<file path="config.mk">
export PLATFORM = sky130hd
export DESIGN_NAME = expression_token_lexer
export DESIGN_NICKNAME = d
export VERILOG_FILES = /design/src/rtl/core/etl_pkg.sv /design/src/rtl/core/expression_token_lexer.sv
export VERILOG_INCLUDE_DIRS = /design/src /design/src/rtl/core
export SDC_FILE = /design/constraint.sdc
export NUM_CORES = 1
export LEC_CHECK = 0
export BUFFER_PORTS_ARGS = -buffer_cell sky130_fd_sc_hd__buf_2
export CAP_MARGIN = 0
export CORE_ASPECT_RATIO = 1.1
export CORE_MARGIN = 8
export CORE_UTILIZATION = 55
export DETAILED_ROUTE_END_ITERATION = 16
export PLACE_DENSITY = 0.73
export SYNTH_ARGS = -nofsm -noshare
export SYNTH_HDL_FRONTEND = slang
export SYNTH_SLANG_ARGS = --single-unit
export TNS_END_PERCENT = 30
</file>
<file path="constraint.sdc">
create_clock -name i_clk -period 7 [get_ports i_clk]
set_input_delay 1.4 -clock i_clk [delete_from_list [all_inputs] [get_ports i_clk]]
set_output_delay 1.4 -clock i_clk [all_outputs]
set_load 0.01 [all_outputs]
</file>
<file path="src/rtl/core/expression_token_lexer_defines.svh">
// Assertion helpers for the lexer
`ifndef EXPRESSION_TOKEN_LEXER_DEFINES_SVH
`define EXPRESSION_TOKEN_LEXER_DEFINES_SVH

// same-cycle implication
`define ETL_ASSERT_NOW(lbl, ante, cons, msg) \
    lbl: assert property (@(posedge i_clk) disable iff (!i_rst_n) (ante) |-> (cons)) \
        else $error(msg);

// next-cycle implication
`define ETL_ASSERT_NEXT(lbl, ante, cons, msg) \
    lbl: assert property (@(posedge i_clk) disable iff (!i_rst_n) (ante) |=> (cons)) \
        else $error(msg);

`endif

</file>
<file path="src/rtl/core/etl_pkg.sv">
package etl_pkg;

    localparam int VALUE_BITS = 32;
    localparam int BUF_DEPTH  = 4;
    localparam int BUF_AW     = $clog2(BUF_DEPTH);

    localparam logic [7:0] MAX_IDENT_RST = 8'd32;
    localparam logic [2:0] KW_LEN        = 3'd5;

    localparam logic [3:0] TOK_PLUS       = 4'd0;
    localparam logic [3:0] TOK_MINUS      = 4'd1;
    localparam logic [3:0] TOK_STAR       = 4'd2;
    localparam logic [3:0] TOK_EXP        = 4'd3;
    localparam logic [3:0] TOK_SLASH      = 4'd4;
    localparam logic [3:0] TOK_SEMI       = 4'd5;
    localparam logic [3:0] TOK_INT        = 4'd6;
    localparam logic [3:0] TOK_PRINT      = 4'd7;
    localparam logic [3:0] TOK_END        = 4'd8;
    localparam logic [3:0] TOK_BAD_IDENT  = 4'd9;
    localparam logic [3:0] TOK_LONG_IDENT = 4'd10;
    localparam logic [3:0] TOK_BAD_CHAR   = 4'd11;

    localparam logic [7:0] CH_TAB   = 8'h09;
    localparam logic [7:0] CH_LF    = 8'h0A;
    localparam logic [7:0] CH_FF    = 8'h0C;
    localparam logic [7:0] CH_CR    = 8'h0D;
    localparam logic [7:0] CH_SPACE = 8'h20;
    localparam logic [7:0] CH_DOLLAR = 8'h24;
    localparam logic [7:0] CH_STAR  = 8'h2A;
    localparam logic [7:0] CH_PLUS  = 8'h2B;
    localparam logic [7:0] CH_MINUS = 8'h2D;
    localparam logic [7:0] CH_SLASH = 8'h2F;
    localparam logic [7:0] CH_ZERO  = 8'h30;
    localparam logic [7:0] CH_NINE  = 8'h39;
    localparam logic [7:0] CH_SEMI  = 8'h3B;
    localparam logic [7:0] CH_UND   = 8'h5F;

    typedef struct packed {
        logic [3:0]  token;
        logic [31:0] value;
        logic [31:0] line;
        logic        last;
    } t_result;

    // keyword text "print"
    function automatic logic [7:0] etl_kw_char(input logic [2:0] idx);
        logic [7:0] ch;
        case (idx)
            3'd0:    ch = 8'h70;
            3'd1:    ch = 8'h72;
            3'd2:    ch = 8'h69;
            3'd3:    ch = 8'h6E;
            3'd4:    ch = 8'h74;
            default: ch = 8'h00;
        endcase
        return ch;
    endfunction

    function automatic logic etl_is_digit(input logic [7:0] c);
        return (c >= CH_ZERO) && (c <= CH_NINE);
    endfunction

    function automatic logic etl_is_head(input logic [7:0] c);
        return ((c >= 8'h61) && (c <= 8'h7A)) || ((c >= 8'h41) && (c <= 8'h5A)) ||
               (c == CH_UND) || (c == CH_DOLLAR);
    endfunction

    function automatic logic etl_is_space(input logic [7:0] c);
        return (c == CH_SPACE) || (c == CH_TAB) || (c == CH_LF) || (c == CH_CR) ||
               (c == CH_FF);
    endfunction

endpackage

</file>
<file path="src/rtl/core/expression_token_lexer.sv">
// Streaming tokenizer: one source byte (or end-of-input mark) is taken per transfer,
// and each input is scanned in the cycle it is accepted. Up to two tokens per input
// are written into a 4-entry result buffer, which drains one token per cycle while
// i_m_tready is high, so the sustained rate is one input per cycle as long as
// inputs average at most one token; the input side holds off (tready low) while
// fewer than two free buffer slots remain. An error token halts the scanner: later
// inputs are accepted and dropped until reset. Tokens are registered in the buffer.
module expression_token_lexer (
    input  logic        i_clk,
    input  logic        i_rst_n,
    // config: max_ident_length
    input  logic        i_cfg_valid,
    output logic        o_cfg_ready,
    input  logic [7:0]  i_cfg_data,
    // input stream
    input  logic        i_s_tvalid,
    output logic        o_s_tready,
    input  logic [7:0]  i_s_tdata,   // [7:0] ch
    input  logic        i_s_tuser,   // kind: 0 byte, 1 end of input
    // token stream
    output logic        o_m_tvalid,
    input  logic        i_m_tready,
    output logic [71:0] o_m_tdata,   // [3:0] token, [35:4] value, [67:36] line, rest 0
    output logic        o_m_tlast    // last token of its input
);
    import etl_pkg::*;

`include "expression_token_lexer_defines.svh"

    typedef enum logic [1:0] {
        S_IDLE,
        S_STAR,
        S_INT,
        S_IDENT
    } t_mode;

    typedef struct packed {
        t_mode                 mode;
        logic [VALUE_BITS-1:0] acc;
        logic [7:0]            icnt;
        logic [2:0]            kprog;
        logic                  kposs;
        logic                  halt;
    } t_scan;

    typedef struct packed {
        t_scan       s;
        logic        emit;
        logic [3:0]  tok;
        logic [31:0] val;
    } t_step;

    // scan a byte from the between-tokens state
    function automatic t_step f_idle(input logic [7:0] c, input logic [7:0] limit,
                                     input t_scan cur);
        t_step r;
        r      = '0;
        r.s    = cur;
        r.s.mode = S_IDLE;
        if (etl_is_space(c)) begin
            r.emit = 1'b0;
        end else if (c == CH_PLUS) begin
            r.emit = 1'b1;
            r.tok  = TOK_PLUS;
        end else if (c == CH_MINUS) begin
            r.emit = 1'b1;
            r.tok  = TOK_MINUS;
        end else if (c == CH_SLASH) begin
            r.emit = 1'b1;
            r.tok  = TOK_SLASH;
        end else if (c == CH_SEMI) begin
            r.emit = 1'b1;
            r.tok  = TOK_SEMI;
        end else if (c == CH_STAR) begin
            r.s.mode = S_STAR;
        end else if (etl_is_digit(c)) begin
            r.s.acc  = VALUE_BITS'(c - CH_ZERO);
            r.s.mode = S_INT;
        end else if (etl_is_head(c)) begin
            if (limit == 8'd0) begin
                r.emit   = 1'b1;
                r.tok    = TOK_LONG_IDENT;
                r.s.halt = 1'b1;
            end else begin
                r.s.kposs = (c == etl_kw_char(3'd0));
                r.s.kprog = r.s.kposs ? 3'd1 : 3'd0;
                r.s.icnt  = 8'd1;
                r.s.mode  = S_IDENT;
            end
        end else begin
            r.emit   = 1'b1;
            r.tok    = TOK_BAD_CHAR;
            r.val    = {24'd0, c};
            r.s.halt = 1'b1;
        end
        return r;
    endfunction

    logic [7:0]  r_maxlen;
    t_scan       r_scan;
    logic [31:0] r_line;

    t_result     r_buf [BUF_DEPTH];
    logic [BUF_AW-1:0] r_wp;
    logic [BUF_AW-1:0] r_rp;
    logic [BUF_AW:0]   r_cnt;

    logic        s_acc;
    logic        m_acc;
    logic [7:0]  c;
    logic [7:0]  limit;
    logic        is_word;
    logic        is_kw;
    t_step       st;
    t_scan       n_scan;
    logic [31:0] n_line;
    logic [1:0]  n_num;
    logic [3:0]  tok0;
    logic [3:0]  tok1;
    logic [31:0] val0;
    logic [31:0] val1;
    t_result     res0;
    t_result     res1;

    assign o_cfg_ready = 1'b1;
    assign o_s_tready  = (r_cnt <= (BUF_AW+1)'(BUF_DEPTH - 2));
    assign s_acc       = i_s_tvalid && o_s_tready;
    assign m_acc       = o_m_tvalid && i_m_tready;
    assign c           = i_s_tdata;
    assign limit       = (r_maxlen != 8'd0) ? (r_maxlen - 8'd1) : 8'd0;
    assign is_word     = etl_is_head(c) || etl_is_digit(c);
    assign is_kw       = r_scan.kposs && (r_scan.kprog == KW_LEN) &&
                         (r_scan.icnt == 8'(KW_LEN));
    assign st          = f_idle(c, limit, r_scan);

    always_comb begin
        n_scan = r_scan;
        n_line = r_line;
        n_num  = 2'd0;
        tok0   = TOK_END;
        tok1   = TOK_END;
        val0   = 32'd0;
        val1   = 32'd0;
        if (s_acc && !r_scan.halt) begin
            if (i_s_tuser) begin
                n_num = 2'd1;
                case (r_scan.mode)
                    S_STAR: begin
                        tok0  = TOK_STAR;
                        n_num = 2'd2;
                    end
                    S_INT: begin
                        tok0  = TOK_INT;
                        val0  = 32'(r_scan.acc);
                        n_num = 2'd2;
                    end
                    S_IDENT: begin
                        if (is_kw) begin
                            tok0  = TOK_PRINT;
                            n_num = 2'd2;
                        end else begin
                            tok0        = TOK_BAD_IDENT;
                            n_scan.halt = 1'b1;
                        end
                    end
                    default: begin
                        tok0 = TOK_END;
                    end
                endcase
                if (!n_scan.halt) begin
                    n_scan.mode  = S_IDLE;
                    n_scan.acc   = '0;
                    n_scan.icnt  = 8'd0;
                    n_scan.kprog = 3'd0;
                    n_scan.kposs = 1'b1;
                end
            end else begin
                if (c == CH_LF) begin
                    n_line = r_line + 32'd1;
                end
                case (r_scan.mode)
                    S_STAR: begin
                        n_num = 2'd1;
                        if (c == CH_STAR) begin
                            tok0        = TOK_EXP;
                            n_scan.mode = S_IDLE;
                        end else begin
                            tok0   = TOK_STAR;
                            n_scan = st.s;
                            tok1   = st.tok;
                            val1   = st.val;
                            n_num  = st.emit ? 2'd2 : 2'd1;
                        end
                    end
                    S_INT: begin
                        if (etl_is_digit(c)) begin
                            n_scan.acc = (r_scan.acc << 3) + (r_scan.acc << 1) +
                                         VALUE_BITS'(c - CH_ZERO);
                        end else begin
                            tok0   = TOK_INT;
                            val0   = 32'(r_scan.acc);
                            n_scan = st.s;
                            tok1   = st.tok;
                            val1   = st.val;
                            n_num  = st.emit ? 2'd2 : 2'd1;
                        end
                    end
                    S_IDENT: begin
                        if (is_word) begin
                            if (r_scan.icnt >= limit) begin
                                tok0        = TOK_LONG_IDENT;
                                n_num       = 2'd1;
                                n_scan.halt = 1'b1;
                            end else begin
                                if (r_scan.kposs && (r_scan.icnt < 8'(KW_LEN)) &&
                                    (c == etl_kw_char(r_scan.icnt[2:0]))) begin
                                    n_scan.kprog = r_scan.kprog + 3'd1;
                                end else begin
                                    n_scan.kposs = 1'b0;
                                end
                                n_scan.icnt = r_scan.icnt + 8'd1;
                            end
                        end else if (is_kw) begin
                            tok0   = TOK_PRINT;
                            n_scan = st.s;
                            tok1   = st.tok;
                            val1   = st.val;
                            n_num  = st.emit ? 2'd2 : 2'd1;
                        end else begin
                            tok0        = TOK_BAD_IDENT;
                            n_num       = 2'd1;
                            n_scan.mode = S_IDLE;
                            n_scan.halt = 1'b1;
                        end
                    end
                    default: begin
                        n_scan = st.s;
                        tok0   = st.tok;
                        val0   = st.val;
                        n_num  = st.emit ? 2'd1 : 2'd0;
                    end
                endcase
            end
        end
    end

    assign res0 = '{token: tok0, value: val0, line: n_line, last: (n_num == 2'd1)};
    assign res1 = '{token: tok1, value: val1, line: n_line, last: 1'b1};

    always_ff @(posedge i_clk) begin
        if (!i_rst_n) begin
            r_maxlen <= MAX_IDENT_RST;
            r_scan   <= '{mode: S_IDLE, acc: '0, icnt: 8'd0, kprog: 3'd0,
                          kposs: 1'b1, halt: 1'b0};
            r_line   <= 32'd1;
            r_wp     <= '0;
            r_rp     <= '0;
            r_cnt    <= '0;
        end else begin
            if (i_cfg_valid) begin
                r_maxlen <= i_cfg_data;
            end
            r_scan <= n_scan;
            r_line <= n_line;
            r_wp   <= r_wp + BUF_AW'(n_num);
            if (m_acc) begin
                r_rp <= r_rp + 1'b1;
            end
            r_cnt <= r_cnt + (BUF_AW+1)'(n_num) - (BUF_AW+1)'(m_acc);
        end
    end

    always_ff @(posedge i_clk) begin
        if (n_num != 2'd0) begin
            r_buf[r_wp] <= res0;
        end
        if (n_num == 2'd2) begin
            r_buf[r_wp + 1'b1] <= res1;
        end
    end

    assign o_m_tvalid = (r_cnt != '0);
    assign o_m_tdata  = {4'd0, r_buf[r_rp].line, r_buf[r_rp].value, r_buf[r_rp].token};
    assign o_m_tlast  = r_buf[r_rp].last;

    `ETL_ASSERT_NOW(a_buf_bound, 1'b1, r_cnt <= (BUF_AW+1)'(BUF_DEPTH), "result buffer overflow")
    `ETL_ASSERT_NEXT(a_halt_sticky, r_scan.halt, r_scan.halt, "halt cleared without reset")
    `ETL_ASSERT_NEXT(a_line_hold, !s_acc, $stable(r_line), "line count moved without transfer")

endmodule
</file>
==> key figures <==
Outcome
  • Outcome: finished, final reports clean

Route
  • Final wirelength: 49500 um
  • Vias: ~15k
  • Remaining antenna violation count: 0
  • DRC errors left: 0
  • Drt first pass iters: 5
  • WL per Instance: roughly 21 um
  • Via density: 6.20
  • Drt initial violations: roughly 1.2k

GRT
  • Vias in the first global route: 14.7k
  • Gr ovfl total: 0
  • Largest net degree at the start of global routing: 57
  • Global-route usage over all layers: 0.233
  • Antenna violations before repair: 2
  • Global-route wire length before repair: between 70000 and 80000 um

Worst hold path
  • Hold depth: 2
  • Min-delay worst type: reg -> reg
  • Hold Crit Endpoint: r_buf[0][0]
  • Hold path start: r_buf[0][0]

Clocking
  • Post-CTS setup buffers: 0
  • CTS Hold Buffers Added: 0
  • CTS tree: done
  • Clk_lat worst skew: roughly 540 ps
  • CTS buffer count: 37
  • Post-cts sizing count: 0
  • Clock tree buffer depth: 3
  • Root Buffer: clkbuf_16
  • Clock transition at the registers of the reported paths: ~60 ps
  • Clock sink total: between 300 and 400
  • Clock H-tree levels: 2

Pwr
  • PwrDens: around 270 nW/um^2
  • Peak VDD IR: approximately 0.16 mV
  • Leak: ~0.0083 uW

Logic synthesis
  • Synth top area share: 0.270
  • Commonest cells post-synth: nor2_1, dfxtp_1, edfxtp_1
  • Cell taking the most area after synthesis: edfxtp_1
  • Avg Cell Area, Syn: 10.7 um^2
  • Flops & latches, synth: around 370
  • Most frequent cell after synthesis: nor2_1
  • Main synth FF type: dfxtp_1
  • Mapped Area: 19600 um^2
  • Synthesized instance count: approximately 1.8k
  • Top cells by area, synth: edfxtp_1, dfxtp_1, mux4_2
  • Synth Warn #: 0
  • Post-synth EDFFs: roughly 180
  • Post-synthesis sequential area ratio: 0.470
  • Synth cell types: between 80 and 90
  • Post-synth ARST share: 0

Floorplanning
  • Total I/O pin count: a little under 100
  • Initial Util: 0.558
  • Die area: 41900 um^2
  • DIE WIDTH: slightly below 200 um
  • # rows: 72
  • Core footprint: 35100 um^2
  • Die H: ~210 um

Setup path
  • Setup CP Type: in -> reg
  • CP Cell Sequence: buf_2 -> inv_1 -> ha_1 -> nand2_1 -> nor2_1 -> a21oi_1 -> a311oi_2 -> o2bb2ai_1 -> o211ai_2 -> a31o_1 -> inv_4 -> nor3_4 -> buf_4 -> nor2_2 -> inv_2 -> buf_4
  • Cell mode on critical path: buf_4
  • Startpoint Class: primary input
  • Worst EP arrival: ~5500 ps
  • R2R depth: 19
  • R2R Path End: r_buf[0][14]
  • Slowest-stage cell, CP: a311oi_2
  • Critical Path RT: ~7200 ps
  • Setup crit end kind: flop
  • Reg2reg start: r_maxlen[0]
  • Crit path largest cell delay: between 700 and 800 ps
  • Reg-to-reg slack, setup: approximately 1800 ps
  • Worst-path fanout max: 26

Place
  • Placed cells: between 2k and 2.5k
  • Setup WS pre-CTS: ~1200 ps
  • GP Congestion: approximately 0.92
  • Post-detail-place hpwl: ~33000 um
  • Port-buffer cells: 92

Timing
  • Final worst path period share: 0.756
  • Max Slew Vio Count: 0
  • Worst Skew: roughly 21 ps
  • Slew @ Worst Pin: about 1100 ps
  • Slew HR: 0.275
  • Hold Vio Cnt, Final: 0
  • Final hold slack: about 470 ps
  • Final worst path period need: around 5300 ps
  • # setup viols final: 0
  • Fin Setup TNS: 0 ps
  • RSZ-0062 raised after global routing: no
  • Final worst slack: between 1500 and 2000 ps
  • Max Clk Rate: 189 MHz

Final layout
  • P&R area growth vs syn: 9.94%
  • Fill cells: about 2.8k
  • Final nets: 1983
  • # diodes: 0
  • Post-route insts no fill: roughly 2.3k
  • Proportion of layout cells with a drive suffix above 1: 0.148

Run
  • Max-cap violations: 0
==> critical path: cells and delay by family <==
family	cells	cell delay, ps
simple gates	4	600
buf+inv	6	1360
fa+ha+maj	1	320
compound gates	5	1810
==> worst max path at each step <==
stage          slack [ps]            to         start
2_1_floorplan         760    r_scan[43]  i_s_tdata[6]
3_5_place_dp         1200  r_buf[0][13]  i_s_tdata[4]
5_1_grt              1330  r_buf[0][32]  i_s_tdata[4]
6_report             1710  r_buf[0][14]  i_s_tdata[4]
4_1_cts              1770  r_buf[0][13]  i_s_tdata[4]
3_3_place_gp         1340  r_buf[0][10]  i_s_tdata[4]
==> logic make-up (layout without fill, tap and decap cells) <==
group,after synthesis,count (layout),synth area share
simple gates,598,598,0.143
mux,136,136,0.113
fa+ha+maj,91,91,0.0696
flops,372,372,0.470
xor+xnor,70,70,0.0313
buf+inv,175,246,0.0410
compound gates,380,380,0.132
other cells,2,5,0.000383
==> metal layers <==
layer	track usage	part of all wire	wire length, um
met1	0.301	0.42	20800
met2	0.405	0.50	24900
met3	0.0290	0.057	2810
met4	0.0662	0.020	982
met5	0	0.00024	12
==> flip-flops by register name, indices dropped and copies added (netlist names), named ones only <==
signal    cells
r_buf       276
r_cnt         3
r_line       32
r_maxlen      8
r_rp          2
r_scan       47
r_wp          2
==> metrics by stage <==
step	utilization	area (um^2)	power (uW)
final	0.613	21600	5730
after global routing	0.613	21600	5960
after CTS	0.613	21600	5770
after detailed placement	0.577	20300	3710
after global placement	0.577	20300	3690
after floorplan	-	19600	3330
==> power by group <==
| group | switching [uW] | internal [uW] | total (uW) |
|---|---|---|---|
| combinational | 660 | 479 | 1140 |
| sequential | 115 | 2400 | 2510 |
| clock | 858 | 1230 | 2080 |
==> cell usage in the layout, fill, tap and decap left out, drive strengths merged, types with 48 or more instances in the layout <==
master,synthesis,layout
dfxtp,196,196
a21oi,66,66
ha,61,61
nor2,281,281
mux2i,67,67
nand2,112,112
o22ai,56,56
buf,61,118
clkbuf,53,48
o21ai,75,75
inv,60,67
mux4,69,69
a22o,59,59
edfxtp,176,176
==> area by class of cell <==
cell class	count	area [um^2]	area share
clock buffers	48	1020	0.0473
repair buffers	118	656	0.0304
inverters	61	231	0.0107
multi-input cells	1280	9630	0.447
clock inverters	19	244	0.0113
flip-flops and latches	372	9220	0.428
well taps	444	556	0.0258
(Power assumes the default switching activity.)
